<file path="src/hdl/tdpt_pkg.sv">
// Shared types and constants for the trial division prime test.
package tdpt_pkg;

   // Default candidate width in bits.
   localparam int DefaultWidth = 32;

   // Commands from the controller to the datapath.
   typedef struct packed {
      logic load_req;       // capture the candidate, set the first divisor
      logic start_div;      // clear the remainder and arm the bit counter
      logic step_div;       // one restoring remainder step
      logic next_divisor;   // move to the next odd divisor
      logic set_verdict;    // write verdict_value into the verdict register
      logic verdict_value;  // 1 for prime, 0 for not prime
      logic load_rsp;       // copy the verdict into the response register
   } cmd_type;

   // Status from the datapath to the controller.
   typedef struct packed {
      logic lt_two;         // candidate below two
      logic is_two;         // candidate equals two
      logic is_even;        // candidate is even
      logic sq_gt_n;        // divisor squared exceeds the candidate
      logic div_last;       // the current remainder step is the last one
      logic rem_zero;       // remainder after the current step is zero
   } status_type;

   // Controller states, one-hot.
   typedef enum logic [4:0] {
      ST_IDLE     = 5'b00001,
      ST_CLASSIFY = 5'b00010,
      ST_TEST     = 5'b00100,
      ST_DIVIDE   = 5'b01000,
      ST_DONE     = 5'b10000
   } state_type;

endpackage

</file>
<file path="src/hdl/tdpt_ctrl.sv">
// Controller state machine for the trial division prime test.
module tdpt_ctrl (
   input  logic                 clock,
   input  logic                 reset,
   input  logic                 req_valid,
   output logic                 req_stall,
   output logic                 rsp_valid,
   input  logic                 rsp_stall,
   input  tdpt_pkg::status_type status,
   output tdpt_pkg::cmd_type    cmd
);

   tdpt_pkg::state_type state_ff, state_in;
   logic                rsp_valid_ff, rsp_valid_in;
   logic                rsp_free;

   // A request is taken only when no test is in progress.
   assign req_stall = (state_ff != tdpt_pkg::ST_IDLE);
   assign rsp_valid = rsp_valid_ff;

   // The response register can take a new verdict when empty or being drained.
   assign rsp_free = !rsp_valid_ff || !rsp_stall;

   // Next state and commands.
   always_comb begin
      state_in = state_ff;
      cmd      = '0;
      case (state_ff)
         tdpt_pkg::ST_IDLE: begin
            if (req_valid) begin
               cmd.load_req = 1'b1;
               state_in     = tdpt_pkg::ST_CLASSIFY;
            end
         end
         tdpt_pkg::ST_CLASSIFY: begin
            // Small and even values are settled without any division.
            if (status.lt_two) begin
               cmd.set_verdict   = 1'b1;
               cmd.verdict_value = 1'b0;
               state_in          = tdpt_pkg::ST_DONE;
            end else if (status.is_two) begin
               cmd.set_verdict   = 1'b1;
               cmd.verdict_value = 1'b1;
               state_in          = tdpt_pkg::ST_DONE;
            end else if (status.is_even) begin
               cmd.set_verdict   = 1'b1;
               cmd.verdict_value = 1'b0;
               state_in          = tdpt_pkg::ST_DONE;
            end else begin
               state_in = tdpt_pkg::ST_TEST;
            end
         end
         tdpt_pkg::ST_TEST: begin
            // Once the divisor passes the square root, no factor remains.
            if (status.sq_gt_n) begin
               cmd.set_verdict   = 1'b1;
               cmd.verdict_value = 1'b1;
               state_in          = tdpt_pkg::ST_DONE;
            end else begin
               cmd.start_div = 1'b1;
               state_in      = tdpt_pkg::ST_DIVIDE;
            end
         end
         tdpt_pkg::ST_DIVIDE: begin
            cmd.step_div = 1'b1;
            if (status.div_last) begin
               if (status.rem_zero) begin
                  cmd.set_verdict   = 1'b1;
                  cmd.verdict_value = 1'b0;
                  state_in          = tdpt_pkg::ST_DONE;
               end else begin
                  cmd.next_divisor = 1'b1;
                  state_in         = tdpt_pkg::ST_TEST;
               end
            end
         end
         tdpt_pkg::ST_DONE: begin
            if (rsp_free) begin
               cmd.load_rsp = 1'b1;
               state_in     = tdpt_pkg::ST_IDLE;
            end
         end
         default: begin
            state_in = tdpt_pkg::ST_IDLE;
         end
      endcase
   end

   // Response valid: set on a new verdict, cleared when the response is taken.
   always_comb begin
      rsp_valid_in = rsp_valid_ff;
      if (rsp_valid_ff && !rsp_stall) begin
         rsp_valid_in = 1'b0;
      end
      if (cmd.load_rsp) begin
         rsp_valid_in = 1'b1;
      end
   end

   always_ff @(posedge clock) begin
      if (reset) begin
         state_ff     <= tdpt_pkg::ST_IDLE;
         rsp_valid_ff <= 1'b0;
      end else begin
         state_ff     <= state_in;
         rsp_valid_ff <= rsp_valid_in;
      end
   end

endmodule

</file>
<file path="config.mk">
export PLATFORM = sky130hd
export DESIGN_NAME = tdpt_ctrl
export DESIGN_NICKNAME = d
export VERILOG_FILES = /design/src/hdl/tdpt_pkg.sv /design/src/hdl/tdpt_ctrl.sv
export SDC_FILE = /design/constraint.sdc
export NUM_CORES = 1
export LEC_CHECK = 0
export BUFFER_PORTS_ARGS = -buffer_cell sky130_fd_sc_hd__buf_2
export CAP_MARGIN = 30
export CORE_AREA = 3 3 40 42
export DETAILED_ROUTE_END_ITERATION = 10
export DIE_AREA = 0 0 43 45
export PLACE_DENSITY = 0.55
export SYNTH_ARGS = -nofsm -noshare
export SYNTH_HDL_FRONTEND = slang
export SYNTH_SLANG_ARGS = --single-unit
</file>
<file path="constraint.sdc">
create_clock -name clock -period 1.79 [get_ports clock]
set_input_delay 0.0895 -clock clock [delete_from_list [all_inputs] [get_ports clock]]
set_output_delay 0.0895 -clock clock [all_outputs]
set_load 0.01 [all_outputs]
</file>
==> flow_summary.toml <==
[outcome]
status = "finished clean"

[synth]
avgSynthCellArea_um2 = 8.30
ys_ff_latch = 6
synth_top_area_share_pct = 32.9
ys_top_cells_by_area = "dfxtp_1 (33%), nor2_1 (8.2%), nand3b_1 (6.2%), or4b_4 (3.8%), a311o_2 (3.1%)"
postSynthCellCount = 44
ys.flop_type = "dfxtp_1"
synthArstFlopShare_pct = 0
syn_area_um2 = 365
ys_types = 25
synth.largest_area_cell = "dfxtp_1"
yosys_warnings = 0
yosysSeqAreaShare_pct = 32.9
syn_nets = 54
synth-edff-count = 0

[detailed_routing]
drt_iter0_drc = 3
routed_wl_um = 871
vias = 389
drt.antenna.violating_nets = 0
dr.pass1.iters = 3
wl_per_cell_um = 11.0
viasPerCell = 4.92
drcViolationCount = 0

[sta]
tightest_slew_ns = 0.305
skew_ns = 0.00691
finalCriticalPeriod_ns = 1.63
slew-limit-headroom_pct = 79.5
min_period_over_period_pct = 91.3
finalSetupViolCount = 0
drv_slew = 0
fin_tns_setup_ns = 0
rsz0062_at_grt = "false"
max_freq_ghz = 0.612
fin_ws_ns = 0.155
hold_viol_final = 0

[global_route]
grt_max_degree = 7
grt_pass1_vias = 327
grt.overflow.total = 0
grt_pass1_wl_um = 1280
antenna_found_initial = 0
grtUsageTotal_pct = 8.99

[critical_path]
cpMaxStageDelayCell = "or4b_4"
r2r_cells = 5
critPathBufInv = 1
worstSetupStartpointType = "flip-flop"
ff2ff_setup_slack_ns = 0.34
cp_slowest_stage_delay_ns = 0.49
critPathRequiredTime_ns = 1.70
endpoint_kind = "output pin"
crit_chain = "or4b_4, nor3_2, a311o_2, buf_2"
crit-reg2reg-capture = "state_ff[4]"
rr_startpoint = "state_ff[4]"
critical_path_arrival_ns = 1.55
path_class = "flip-flop to output pin"
critical-path-top-delay-family = "simple AND/OR/NAND/NOR gates"
critPathMaxFanout = 5

[floorplanning]
num_rows = 13
die_w_um = 43
io_pins = 19
initial_utilization_pct = 28.4
die_h_um = 45
die_area_um2 = 1940
core_area_um2 = 1280

[cts]
post-cts-setup-buffers = 0
clkLatencyLatePin_ns = 0.24
cts_root_buffer = "clkbuf_4"
hold_buffers = 0
cts_buffers = 3
post_cts_resized = 0
cts_sinks = 6
htreeDepth = 1
clockBufferDepth = 2
cts_tree = "done"
clk_pin_slew_ns = 0.05

[place]
io_buffers = 18
gp_congestion = 0.751
placed_cell_area_um2 = 467
post-dp-hpwl_um = 718
dp_cells = 76
pre_cts_slack_ns = 0.339

[final_layout]
final_cell_mix = "buf_2 (18), nor2_1 (8), dfxtp_1 (6)"
fin_util_pct = 38.1
final_nets = 76
area_growth_pct = 33.9
fin_cells = 79
finalInstanceArea_um2 = 489
diodes = 0
drive_gt1_share_pct = 43.8
final_common_cell = "buf_2"

[power]
p_int_w = 0.000237
p_per_area_nw_per_um2 = 637
p_leak_nw = 0.249
switchingPower_w = 0.0000749
seqPwrFrac_pct = 45.7
vdd_drop_max_mv = 0.280
p_clk_share_pct = 39.6
switching_share_pct = 24.0
pwr-share-comb_pct = 14.7

[worst_hold_path]
holdPathEnd = "rsp_valid"
hold_path_depth = 2
min-delay-start = "reset"
hold_class = "primary input to flip-flop"

[job]
drv_cap = 0
-- worst max path at each step --
stage                 from           to  slack [ns]  cells past startpoint
4_1_cts        state_ff[3]       cmd[2]        0.13                      4
5_1_grt        state_ff[4]       cmd[2]        0.06                      5
3_5_place_dp   state_ff[4]  state_ff[4]        0.34                      5
6_report       state_ff[1]       cmd[2]        0.16                      4
3_3_place_gp   state_ff[3]       cmd[2]        0.37                      4
2_1_floorplan  state_ff[4]  state_ff[4]        0.38                      5
-- cells by family (layout without fill, tap and decap cells) --
| kind of cell | after synthesis | after routing | synth area share [%] |
|---|---|---|---|
| AND/OR/NAND/NOR | 24 | 24 | 39.7 |
| AO/OA/AOI/OAI | 9 | 9 | 19.9 |
| flip-flops | 6 | 6 | 32.9 |
| buffers and inverters | 4 | 24 | 5.14 |
| XOR/XNOR | 1 | 1 | 2.40 |
-- layer usage --
metal / track usage (%) / vias to the layer above / share of wire (%)
li1: - / 204 / -
met1: 10.6 / 177 / 44
met2: 14.7 / 8 / 50
met3: 1.20 / 0 / 5.2
met4: 7.23 / 0 / 0
met5: 0 / - / 0
-- metrics by stage --
stage          hold WS, ns  total power (W)
6_report            0.0711         0.000312
5_1_grt             0.0888         0.000332
4_1_cts             0.0746         0.000315
3_5_place_dp         0.327         0.000191
3_3_place_gp         0.329         0.000191
2_1_floorplan        0.159         0.000169
-- Yosys cell counts (2+ instances only) --
cell type and number:
nand2_1 2, nand3b_1 3, nor2_1 8, nand3_1 2
inv_1 2, a21oi_1 2, dfxtp_1 6, nor3_1 2
-- power by group through the flow --
stage	combinational (W)	sequential, W	clock [W]
2_1_floorplan	0.0000249	0.000144	0
3_3_place_gp	0.0000456	0.000145	0
3_5_place_dp	0.0000464	0.000145	0
4_1_cts	0.0000465	0.000143	0.000126
5_1_grt	0.0000517	0.000143	0.000137
6_report	0.0000458	0.000143	0.000123
-- worst register-to-register path: cells and delay by family, from the launching register on --
| family | cells | cell delay [ns] |
|---|---|---|
| flops | 1 | 0.43 |
| buf+inv | 1 | 0.05 |
| simple gates | 2 | 0.28 |
| compound gates | 2 | 0.57 |
-- cell type report --
cell class                      count  area (µm²)
Tap cell                           15        18.8
Timing Repair Buffer               18        90.1
Sequential cell                     6         120
Clock buffer                        3        22.5
Inverter                            3        11.3
Fill cell                         143         796
Multi-Input combinational cell     34         226
-- registers in the layout (all words and copies together), names as in the netlist --
| signal | cells |
|---|---|
| state_ff | 5 |
| rsp_valid | 1 |
Power figures use the tool's default switching activity.
